File: src/rtl/state_space_model_step_top_assert.svh
// Assertion macros for the state-space model block.
// Each macro samples on the rising edge of clk and is disabled while rst_n is low.
`ifndef STATE_SPACE_MODEL_STEP_TOP_ASSERT_SVH
`define STATE_SPACE_MODEL_STEP_TOP_ASSERT_SVH

// The consequent must hold in the same cycle as the antecedent.
`define SSM_ASSERT_NOW(label, ante, cons) \
    label: assert property (@(posedge clk) disable iff (!rst_n) (ante) |-> (cons)) \
        else $error("state_space_model_step_top: same-cycle check failed");

// The consequent must hold in the cycle after the antecedent.
`define SSM_ASSERT_NEXT(label, ante, cons) \
    label: assert property (@(posedge clk) disable iff (!rst_n) (ante) |=> (cons)) \
        else $error("state_space_model_step_top: next-cycle check failed");

`endif

File: src/rtl/ssm_pkg.sv
`timescale 1ns / 1ps

package ssm_pkg;

    localparam int DATA_W     = 32;
    localparam int MAX_STATES = 4;
    localparam int FRAC_BITS  = 16;

    localparam int IDX_W    = (MAX_STATES > 1) ? $clog2(MAX_STATES) : 1;
    localparam int CNT_W    = $clog2(MAX_STATES + 1);
    localparam int CA_DEPTH = MAX_STATES * MAX_STATES + 2 * MAX_STATES;
    localparam int CA_W     = $clog2(CA_DEPTH);
    localparam int B_BASE   = MAX_STATES * MAX_STATES;
    localparam int C_BASE   = MAX_STATES * MAX_STATES + MAX_STATES;
    localparam int ACC_W    = 2 * DATA_W - FRAC_BITS + $clog2(MAX_STATES + 2);

    localparam int CFG_W       = 3;
    localparam int CFG_N_RESET = 2;
    localparam int APB_AW      = 3;
    localparam logic REG_STATES_IN_USE = 1'b0;

    typedef enum logic [2:0] {
        ST_IDLE,
        ST_CWRITE,
        ST_ISSUE,
        ST_DRAIN,
        ST_WRITEBACK,
        ST_FINISH
    } state_t;

    typedef enum logic [1:0] {
        OP_STEP,
        OP_COPY,
        OP_OUT
    } op_t;

    typedef enum logic [1:0] {
        CMD_STEP = 2'd0,
        CMD_SET  = 2'd1,
        CMD_COPY = 2'd2,
        CMD_COEF = 2'd3
    } cmd_t;

    typedef enum logic [1:0] {
        KIND_A = 2'd0,
        KIND_B = 2'd1,
        KIND_C = 2'd2
    } kind_t;

    typedef struct packed {
        logic             valid;
        op_t              op;
        logic [IDX_W-1:0] row;
        logic             first;
        logic             last;
        logic             use_u;
    } tag_t;

    typedef struct packed {
        logic              clip;
        logic [DATA_W-1:0] val;
    } sat_t;

    function automatic sat_t saturate(input logic signed [ACC_W-1:0] v);
        sat_t                      r;
        logic [ACC_W-DATA_W:0]     top;
        top = v[ACC_W-1:DATA_W-1];
        if ((&top) || !(|top))
        begin
            r.clip = 1'b0;
            r.val  = v[DATA_W-1:0];
        end
        else
        begin
            r.clip = 1'b1;
            r.val  = v[ACC_W-1] ? {1'b1, {(DATA_W-1){1'b0}}} : {1'b0, {(DATA_W-1){1'b1}}};
        end
        return r;
    endfunction

endpackage

File: src/rtl/state_space_model_step_top.sv
`timescale 1ns / 1ps
// Channel      Direction  Beat contents
// s_axis       in         tuser: cmd, coef_kind; tdata: value, row_index, col_index
// m_axis       out        tuser: saturated; tdata: y
// APB          in/out     register 0 at byte address 0: states_in_use
// A step or a copy of B runs issue, drain and write-back, then an output pass of issue and drain.
// A set-state item begins at write-back, a coefficient write at the write; then the output pass.
// One shared multiplier and accumulator serve every product; the memory read port sets the pace.
// Reset clears the state to zero through per-entry valid bits; no clearing pass is needed.
// A new beat is accepted while the previous result still waits in the output register.

module state_space_model_step_top
(
    input  logic                       clk,
    input  logic                       rst_n,
    input  logic                       s_axis_tvalid,
    output logic                       s_axis_tready,
    input  logic [39:0]                s_axis_tdata,   // value[31:0], row_index[33:32], col_index[35:34]
    input  logic [3:0]                 s_axis_tuser,   // cmd[1:0], coef_kind[3:2]
    output logic                       m_axis_tvalid,
    input  logic                       m_axis_tready,
    output logic [31:0]                m_axis_tdata,   // y[31:0]
    output logic                       m_axis_tuser,   // saturated
    input  logic                       psel,
    input  logic                       penable,
    input  logic                       pwrite,
    input  logic [ssm_pkg::APB_AW-1:0] paddr,
    input  logic [31:0]                pwdata,
    output logic [31:0]                prdata,
    output logic                       pready
);

    localparam int DW = ssm_pkg::DATA_W;
    localparam int IW = ssm_pkg::IDX_W;
    localparam int CW = ssm_pkg::CNT_W;
    localparam int AW = ssm_pkg::CA_W;

    ssm_pkg::state_t state_reg, state_next;
    ssm_pkg::op_t    op_reg;

    logic [ssm_pkg::CFG_W-1:0] cfg_n_reg;
    logic [CW-1:0]             n_reg;
    logic [CW-1:0]             n_clamp;
    logic [CW-1:0]             i_reg;
    logic [CW-1:0]             j_reg;
    logic [IW-1:0]             i_idx;
    logic [IW-1:0]             j_idx;

    logic [DW-1:0] value_reg;
    logic [1:0]    kind_reg;
    logic [1:0]    row_reg;
    logic [1:0]    col_reg;

    logic [DW-1:0] coef_mem [ssm_pkg::CA_DEPTH];
    logic [DW-1:0] coef_q_reg;
    logic [AW-1:0] coef_raddr;
    logic [AW-1:0] coef_waddr;
    logic          coef_we;

    logic [DW-1:0]                 x_mem [ssm_pkg::MAX_STATES];
    logic [ssm_pkg::MAX_STATES-1:0] x_valid_reg;
    logic [DW-1:0]                 x_q_reg;
    logic                          x_qv_reg;
    logic [IW-1:0]                 x_raddr;
    logic                          x_we;
    logic [DW-1:0]                 x_rd;

    logic [DW-1:0] next_x_reg [ssm_pkg::MAX_STATES];

    ssm_pkg::tag_t tag0, tag1_reg, tag2_reg;
    ssm_pkg::tag_t tag1_mac;
    logic          issue_done;
    logic          pipe_empty;
    logic          in_accept;
    logic          out_load;
    logic          wb_done;
    logic          mac_window;

    logic signed [DW-1:0]            mul_a;
    logic signed [DW-1:0]            mul_b;
    logic signed [2*DW-1:0]          prod_reg;
    logic signed [ssm_pkg::ACC_W-1:0] term;
    logic signed [ssm_pkg::ACC_W-1:0] acc_sum;
    logic signed [ssm_pkg::ACC_W-1:0] acc_reg;
    ssm_pkg::sat_t                   sat_res;

    logic          flag_reg;
    logic [DW-1:0] y_res_reg;
    logic          out_valid_reg;
    logic [DW-1:0] y_out_reg;
    logic          sat_out_reg;

    // Configuration port
    assign pready = 1'b1;
    assign prdata = (paddr[2] == ssm_pkg::REG_STATES_IN_USE) ? 32'(cfg_n_reg) : '0;

    always_ff @(posedge clk or negedge rst_n)
    begin
        if (!rst_n)
        begin
            cfg_n_reg <= ssm_pkg::CFG_W'(ssm_pkg::CFG_N_RESET);
        end
        else if (psel && penable && pwrite && pready
                 && (paddr[2] == ssm_pkg::REG_STATES_IN_USE))
        begin
            cfg_n_reg <= pwdata[ssm_pkg::CFG_W-1:0];
        end
    end

    always_comb
    begin
        if (cfg_n_reg == '0)
        begin
            n_clamp = CW'(1);
        end
        else if (int'(cfg_n_reg) > ssm_pkg::MAX_STATES)
        begin
            n_clamp = CW'(ssm_pkg::MAX_STATES);
        end
        else
        begin
            n_clamp = CW'(cfg_n_reg);
        end
    end

    assign s_axis_tready = (state_reg == ssm_pkg::ST_IDLE);
    assign in_accept     = s_axis_tvalid && s_axis_tready;
    assign pipe_empty    = !tag1_reg.valid && !tag2_reg.valid;
    assign out_load      = (state_reg == ssm_pkg::ST_FINISH) && (!out_valid_reg || m_axis_tready);
    assign i_idx         = i_reg[IW-1:0];
    assign j_idx         = j_reg[IW-1:0];
    assign wb_done       = (i_reg == n_reg - CW'(1));
    assign mac_window    = (state_reg == ssm_pkg::ST_ISSUE) || (state_reg == ssm_pkg::ST_DRAIN);

    // Next state
    always_comb
    begin
        state_next = state_reg;
        unique case (state_reg)
            ssm_pkg::ST_IDLE:
            begin
                if (in_accept)
                begin
                    unique case (ssm_pkg::cmd_t'(s_axis_tuser[1:0]))
                        ssm_pkg::CMD_STEP: state_next = ssm_pkg::ST_ISSUE;
                        ssm_pkg::CMD_SET:  state_next = ssm_pkg::ST_WRITEBACK;
                        ssm_pkg::CMD_COPY: state_next = ssm_pkg::ST_ISSUE;
                        ssm_pkg::CMD_COEF: state_next = ssm_pkg::ST_CWRITE;
                        default:           state_next = ssm_pkg::ST_IDLE;
                    endcase
                end
            end
            ssm_pkg::ST_CWRITE:    state_next = ssm_pkg::ST_ISSUE;
            ssm_pkg::ST_ISSUE:
            begin
                if (issue_done)
                begin
                    state_next = ssm_pkg::ST_DRAIN;
                end
            end
            ssm_pkg::ST_DRAIN:
            begin
                if (pipe_empty)
                begin
                    state_next = (op_reg == ssm_pkg::OP_OUT) ? ssm_pkg::ST_FINISH
                                                             : ssm_pkg::ST_WRITEBACK;
                end
            end
            ssm_pkg::ST_WRITEBACK:
            begin
                if (wb_done)
                begin
                    state_next = ssm_pkg::ST_ISSUE;
                end
            end
            ssm_pkg::ST_FINISH:
            begin
                if (out_load)
                begin
                    state_next = ssm_pkg::ST_IDLE;
                end
            end
            default:               state_next = ssm_pkg::ST_IDLE;
        endcase
    end

    // Sequencer outputs: memory addresses, write enables and the issue tag
    always_comb
    begin
        tag0       = '0;
        coef_raddr = '0;
        x_raddr    = '0;
        issue_done = 1'b0;
        coef_we    = 1'b0;
        coef_waddr = '0;
        x_we       = (state_reg == ssm_pkg::ST_WRITEBACK);

        if (state_reg == ssm_pkg::ST_CWRITE)
        begin
            if (int'(row_reg) < ssm_pkg::MAX_STATES)
            begin
                case (kind_reg)
                    ssm_pkg::KIND_A:
                    begin
                        coef_we    = (int'(col_reg) < ssm_pkg::MAX_STATES);
                        coef_waddr = AW'(row_reg) * AW'(ssm_pkg::MAX_STATES) + AW'(col_reg);
                    end
                    ssm_pkg::KIND_B:
                    begin
                        coef_we    = 1'b1;
                        coef_waddr = AW'(ssm_pkg::B_BASE) + AW'(row_reg);
                    end
                    ssm_pkg::KIND_C:
                    begin
                        coef_we    = 1'b1;
                        coef_waddr = AW'(ssm_pkg::C_BASE) + AW'(row_reg);
                    end
                    default:
                    begin
                        coef_we = 1'b0;
                    end
                endcase
            end
        end

        if (state_reg == ssm_pkg::ST_ISSUE)
        begin
            tag0.valid = 1'b1;
            tag0.op    = op_reg;
            tag0.row   = i_idx;
            case (op_reg)
                ssm_pkg::OP_STEP:
                begin
                    tag0.use_u = (j_reg == n_reg);
                    tag0.first = (j_reg == '0);
                    tag0.last  = tag0.use_u;
                    coef_raddr = tag0.use_u ? AW'(ssm_pkg::B_BASE) + AW'(i_idx)
                               : AW'(i_idx) * AW'(ssm_pkg::MAX_STATES) + AW'(j_idx);
                    x_raddr    = j_idx;
                    issue_done = (i_reg == n_reg - CW'(1)) && tag0.use_u;
                end
                ssm_pkg::OP_COPY:
                begin
                    coef_raddr = AW'(ssm_pkg::B_BASE) + AW'(i_idx);
                    issue_done = (i_reg == n_reg - CW'(1));
                end
                default:
                begin
                    tag0.first = (i_reg == '0);
                    tag0.last  = (i_reg == n_reg - CW'(1));
                    coef_raddr = AW'(ssm_pkg::C_BASE) + AW'(i_idx);
                    x_raddr    = i_idx;
                    issue_done = tag0.last;
                end
            endcase
        end
    end

    always_ff @(posedge clk or negedge rst_n)
    begin
        if (!rst_n)
        begin
            state_reg <= ssm_pkg::ST_IDLE;
        end
        else
        begin
            state_reg <= state_next;
        end
    end

    // Item registers, operation and counters
    always_ff @(posedge clk or negedge rst_n)
    begin
        if (!rst_n)
        begin
            op_reg <= ssm_pkg::OP_OUT;
            n_reg  <= CW'(1);
            i_reg  <= '0;
            j_reg  <= '0;
        end
        else
        begin
            if (in_accept)
            begin
                n_reg <= n_clamp;
                i_reg <= '0;
                j_reg <= '0;
                case (ssm_pkg::cmd_t'(s_axis_tuser[1:0]))
                    ssm_pkg::CMD_STEP: op_reg <= ssm_pkg::OP_STEP;
                    ssm_pkg::CMD_COPY: op_reg <= ssm_pkg::OP_COPY;
                    default:           op_reg <= ssm_pkg::OP_OUT;
                endcase
            end
            else if (state_reg == ssm_pkg::ST_ISSUE)
            begin
                if (issue_done)
                begin
                    i_reg <= '0;
                    j_reg <= '0;
                end
                else if ((op_reg == ssm_pkg::OP_STEP) && (j_reg != n_reg))
                begin
                    j_reg <= j_reg + CW'(1);
                end
                else
                begin
                    j_reg <= '0;
                    i_reg <= i_reg + CW'(1);
                end
            end
            else if (state_reg == ssm_pkg::ST_WRITEBACK)
            begin
                if (wb_done)
                begin
                    i_reg  <= '0;
                    op_reg <= ssm_pkg::OP_OUT;
                end
                else
                begin
                    i_reg <= i_reg + CW'(1);
                end
            end
            else if (state_reg == ssm_pkg::ST_CWRITE)
            begin
                op_reg <= ssm_pkg::OP_OUT;
            end
        end
    end

    always_ff @(posedge clk)
    begin
        if (in_accept)
        begin
            value_reg <= s_axis_tdata[31:0];
            row_reg   <= s_axis_tdata[33:32];
            col_reg   <= s_axis_tdata[35:34];
            kind_reg  <= s_axis_tuser[3:2];
        end
    end

    // Coefficient memory: A rows, then B, then C
    always_ff @(posedge clk)
    begin
        if (coef_we)
        begin
            coef_mem[coef_waddr] <= value_reg;
        end
        coef_q_reg <= coef_mem[coef_raddr];
    end

    // State memory; an entry never written since reset reads as zero
    always_ff @(posedge clk)
    begin
        if (x_we)
        begin
            x_mem[i_idx] <= next_x_reg[i_idx];
        end
        x_q_reg <= x_mem[x_raddr];
    end

    always_ff @(posedge clk or negedge rst_n)
    begin
        if (!rst_n)
        begin
            x_valid_reg <= '0;
            x_qv_reg    <= 1'b0;
        end
        else
        begin
            if (x_we)
            begin
                x_valid_reg[i_idx] <= 1'b1;
            end
            x_qv_reg <= x_valid_reg[x_raddr];
        end
    end

    // Multiply-accumulate pipeline
    assign x_rd    = x_qv_reg ? x_q_reg : '0;
    assign mul_a   = coef_q_reg;
    assign mul_b   = tag1_reg.use_u ? value_reg : x_rd;
    assign term    = ssm_pkg::ACC_W'(prod_reg >>> ssm_pkg::FRAC_BITS);
    assign acc_sum = (tag2_reg.first ? '0 : acc_reg) + term;
    assign sat_res = ssm_pkg::saturate(acc_sum);

    // A copy of B bypasses the accumulator.
    always_comb
    begin
        tag1_mac = tag1_reg;
        if (tag1_reg.op == ssm_pkg::OP_COPY)
        begin
            tag1_mac.valid = 1'b0;
        end
    end

    always_ff @(posedge clk or negedge rst_n)
    begin
        if (!rst_n)
        begin
            tag1_reg <= '0;
            tag2_reg <= '0;
            flag_reg <= 1'b0;
        end
        else
        begin
            tag1_reg <= tag0;
            tag2_reg <= tag1_mac;
            if (in_accept)
            begin
                flag_reg <= 1'b0;
            end
            else if (tag2_reg.valid && tag2_reg.last && sat_res.clip)
            begin
                flag_reg <= 1'b1;
            end
        end
    end

    always_ff @(posedge clk)
    begin
        prod_reg <= mul_a * mul_b;
        if (tag2_reg.valid)
        begin
            acc_reg <= acc_sum;
            if (tag2_reg.last && (tag2_reg.op == ssm_pkg::OP_OUT))
            begin
                y_res_reg <= sat_res.val;
            end
        end
    end

    // New state values, collected before write-back
    always_ff @(posedge clk)
    begin
        for (int k = 0; k < ssm_pkg::MAX_STATES; k++)
        begin
            if (in_accept)
            begin
                next_x_reg[k] <= s_axis_tdata[31:0];
            end
            else if (tag1_reg.valid && (tag1_reg.op == ssm_pkg::OP_COPY)
                     && (tag1_reg.row == IW'(k)))
            begin
                next_x_reg[k] <= coef_q_reg;
            end
            else if (tag2_reg.valid && tag2_reg.last && (tag2_reg.op == ssm_pkg::OP_STEP)
                     && (tag2_reg.row == IW'(k)))
            begin
                next_x_reg[k] <= sat_res.val;
            end
        end
    end

    // Output register
    always_ff @(posedge clk or negedge rst_n)
    begin
        if (!rst_n)
        begin
            out_valid_reg <= 1'b0;
        end
        else if (out_load)
        begin
            out_valid_reg <= 1'b1;
        end
        else if (m_axis_tready)
        begin
            out_valid_reg <= 1'b0;
        end
    end

    always_ff @(posedge clk)
    begin
        if (out_load)
        begin
            y_out_reg   <= y_res_reg;
            sat_out_reg <= flag_reg;
        end
    end

    assign m_axis_tvalid = out_valid_reg;
    assign m_axis_tdata  = y_out_reg;
    assign m_axis_tuser  = sat_out_reg;

    `include "state_space_model_step_top_assert.svh"

    `SSM_ASSERT_NOW(a_mac_in_window, tag2_reg.valid, mac_window)
    `SSM_ASSERT_NOW(a_wb_after_drain, x_we, !tag1_reg.valid && !tag2_reg.valid)
    `SSM_ASSERT_NOW(a_issue_in_range, state_reg == ssm_pkg::ST_ISSUE, i_reg < n_reg)
    `SSM_ASSERT_NEXT(a_accept_clears_flag, s_axis_tvalid && s_axis_tready, !flag_reg)

endmodule

File: config.mk
export PLATFORM = sky130hd
export DESIGN_NAME = state_space_model_step_top
export DESIGN_NICKNAME = d
export VERILOG_FILES = /design/src/rtl/ssm_pkg.sv /design/src/rtl/state_space_model_step_top.sv
export VERILOG_INCLUDE_DIRS = /design/src /design/src/rtl
export SDC_FILE = /design/constraint.sdc
export NUM_CORES = 2
export LEC_CHECK = 0
export CORE_AREA = 2 2 544 384
export CTS_BUF_LIST = sky130_fd_sc_hd__clkbuf_8
export CTS_CLUSTER_DIAMETER = 60
export DETAILED_ROUTE_END_ITERATION = 10
export DIE_AREA = 0 0 546 386
export DONT_BUFFER_PORTS = 1
export PLACE_DENSITY_LB_ADDON = 0.25
export SLEW_MARGIN = 20
export SYNTH_ARGS = -nofsm -noshare
export SYNTH_HDL_FRONTEND = slang
export SYNTH_SLANG_ARGS = --single-unit
export TNS_END_PERCENT = 100
File: constraint.sdc
create_clock -name clk -period 8.95 [get_ports clk]
set_clock_uncertainty 0.1 [all_clocks]
set_input_delay 0.895 -clock clk [delete_from_list [all_inputs] [get_ports clk]]
set_output_delay 0.895 -clock clk [all_outputs]
set_load 0.02 [all_outputs]
==> impl_metrics.tcl <==
set metrics [dict create \
    clock_latency_ns 0.95 \
    hold_depth 3 \
    io_pins 154 \
    path_common_cell "fa_1" \
    numClockSinks 1329 \
    grt_util_all_layers 0.2550 \
    maxCapViolations 0 \
    arrival_ns 9.42 \
    clock_path_buffers 3 \
    dp_hpwl_mm 184.7 \
    r2r_setup_slack_ns 0.26 \
    drtAntennaViolNets 0 \
    finalHoldViolCount 0 \
    path_clk_slew_ns 0.07 \
    path_delay_family "adder cells" \
    synth_edf_count 1178 \
    worstPathRequired_ns 9.69 \
    tightest_slew_ns 1.080 \
    hold_class "in2reg" \
    min_period_ns 8.686 \
    initial_utilization 0.4470 \
    worst-path-max-fanout 12 \
    dieArea_sq_um 210800 \
    vias 63400 \
    die_height_microns 386 \
    drc 0 \
    ys_seq_area_frac 0.4188 \
    synth_xor_area_frac 0.01026 \
    postPlaceCellArea_sq_um 97630 \
    fin_tns_setup_ns 0 \
    multi_input_area_sq_um 48370 \
    drt_iter0_drc 7101 \
    fmax_mhz 115.1 \
    reg2reg_depth 28 \
    critical-path-max-stage-delay_ns 0.62 \
    globalRouteOverflowTotal 0 \
    setup_viol 0 \
    slew_headroom 0.2801 \
    die_w_microns 546 \
    area_growth_pct 11.21 \
    grt_pass1_vias 63790 \
    drive_gt1_frac 0.1123 \
    coreArea_sq_um 206200 \
    largest_reg_flops 768 \
    fin_area_sq_um 102500 \
    cpMaxStageDelayCell "fa_1" \
    grt_pass1_wl_mm 405.6 \
    ys_ff_latch 1329 \
    nNetsFinal 9826 \
    async_flop_share 0.02935 \
    startpoint_type "register" \
    wire_per_inst_microns 23.37 \
    drv_slew 0 \
    seq_area_sq_um 38600 \
    io_buffers 0 \
    finalWorstSetupSlack_ns 0.2639 \
    end_kind "register" \
    crit_buf_inv 6 \
    synth_warnings 0 \
    synth.cell_area_sq_um 92160 \
    cts_buffers 204 \
    status "completed" \
    yosys_most_used_dff "edfxtp_1" \
    criticalPathCategory "reg2reg" \
    muxShareOfSynthArea 0.01682 \
    fin_crit_sh 0.9705 \
    grt_max_degree 169 \
    pre_cts_ws_ns -0.5025 \
    fillers 18240 \
    htreeDepth 4 \
    netlist-cell-type-count 92 \
    cts_root_buffer "clkbuf_8" \
    synth_cells 8262 \
    rows 140 \
    worst-path-stages 28 \
    synth_adder_area_share 0.2678 \
    synth_top_family_by_area "adder cells" \
    drtPass1Iterations 8 \
    avgSynthCellArea_sq_um 11.15 \
    viasPerCell 5.577 \
    drt-total-wl_mm 265.7 \
    synth_compound_area_frac 0.07350 \
    cts_tree "built" \
    place_congestion 0.9242 \
    antenna_found_initial 13 \
    yosys.area_share.simple 0.1480 \
]
==> logic make-up (layout without fill, tap and decap cells) <==
family | Yosys count | count (layout)
buffers and inverters | 1540 | 1840
AO/OA/AOI/OAI | 975 | 975
AND/OR/NAND/NOR | 2878 | 2878
XOR/XNOR | 108 | 108
adder cells (fa/ha/maj) | 1323 | 1323
other | 2 | 40
flip-flops | 1329 | 1329
multiplexers | 107 | 107
==> final cells by class <==
cell class | count | area share
tap | 2769 | 0.03380
clock inverter | 159 | 0.008924
clock buffer | 220 | 0.02954
multi-input combinational | 5421 | 0.4719
inverter | 977 | 0.03585
antenna | 10 | 0.0002442
timing repair buffer | 484 | 0.04309
sequential | 1329 | 0.3766
==> worst min-delay path: cells and delay by family <==
family,cells,cell delay [ns]
AO/OA/AOI/OAI,2,0.19
AND/OR/NAND/NOR,1,0.03
==> Yosys cell counts (all sizes together), types with 11 or more instances <==
cell | number | share of area
a21o | 68 | 0.0055
dfrtp | 36 | 0.0098
buf | 96 | 0.0060
inv | 977 | 0.040
nand4 | 32 | 0.0022
nor2 | 204 | 0.0083
fa | 1082 | 0.24
xnor2 | 70 | 0.0067
clkbuf | 467 | 0.019
xor2 | 38 | 0.0036
nor3 | 30 | 0.0018
a31oi | 228 | 0.016
and3 | 112 | 0.0076
and2 | 475 | 0.032
a32oi | 29 | 0.0028
mux2i | 12 | 0.0013
nand3 | 228 | 0.012
dfxtp | 112 | 0.024
mux4 | 32 | 0.0078
ha | 241 | 0.033
o21ai | 103 | 0.0056
mux2 | 63 | 0.0077
o21bai | 14 | 0.0011
a311oi | 134 | 0.013
or2 | 20 | 0.0014
a21oi | 152 | 0.0083
a21boi | 13 | 0.0011
edfxtp | 1178 | 0.38
o21a | 14 | 0.0011
nor2b | 246 | 0.017
a211oi | 106 | 0.0086
nand2 | 1458 | 0.059
a22oi | 11 | 0.00090
nand2b | 21 | 0.0014
a22o | 32 | 0.0030
==> layer usage <==
layer	part of all wire	global-route usage	vias up
met5	0.00011	0	-
met4	0.018	0.05379	4
met3	0.12	0.06857	297
met2	0.40	0.3491	3074
met1	0.46	0.4000	32310
li1	-	-	27720
==> metrics by stage <==
step	hold WS, ns	util	std cells
after global placement	0.2401	0.4735	10930
after detailed placement	0.2558	0.4735	10930
after CTS	0.02998	0.4953	11350
final	0.1059	0.4971	11370
after global routing	0.07878	0.4970	11360
after floorplan	0.2312	-	8290
==> cell usage in the layout, fill, tap and decap left out, drive strengths merged, types with 36 or more instances in the layout <==
cell type	instances
nand2	1458
edfxtp	1178
fa	1082
inv	1056
and2	475
buf	438
nor2b	246
ha	241
a31oi	228
nand3	228
clkbuf	221
nor2	204
a21oi	152
a311oi	134
dfxtp	112
and3	112
a211oi	106
o21ai	103
clkinv	74
xnor2	70
a21o	68
mux2	63
dlygate4sd3	45
xor2	38
dfrtp	36
==> path summary, 6_finish.rpt <==
kind / start / end
hold reg to reg: tag1_mac[1] / tag2_reg[1]
min in group asynchronous: rst_n / state_reg[1]
max in group asynchronous: rst_n / op_reg[1]
hold / removal: s_axis_tuser[0] / state_reg[1]
setup / recovery: x_qv_reg / prod_reg[58]
setup reg to reg: x_qv_reg / prod_reg[58]
==> repair_timing <==
item,in CTS,in global routing
cloned,0,1
endpoints found under the hold margin,83,0
pin swaps,3,50
gates resized for setup,14,68
setup buffers,0,8
hold buffers,46,0
endpoints found under the setup margin,7,14
Power is left out: the tool's default activity adds up to more than one toggle a clock period on the data nets, which glitch-free logic cannot reach.
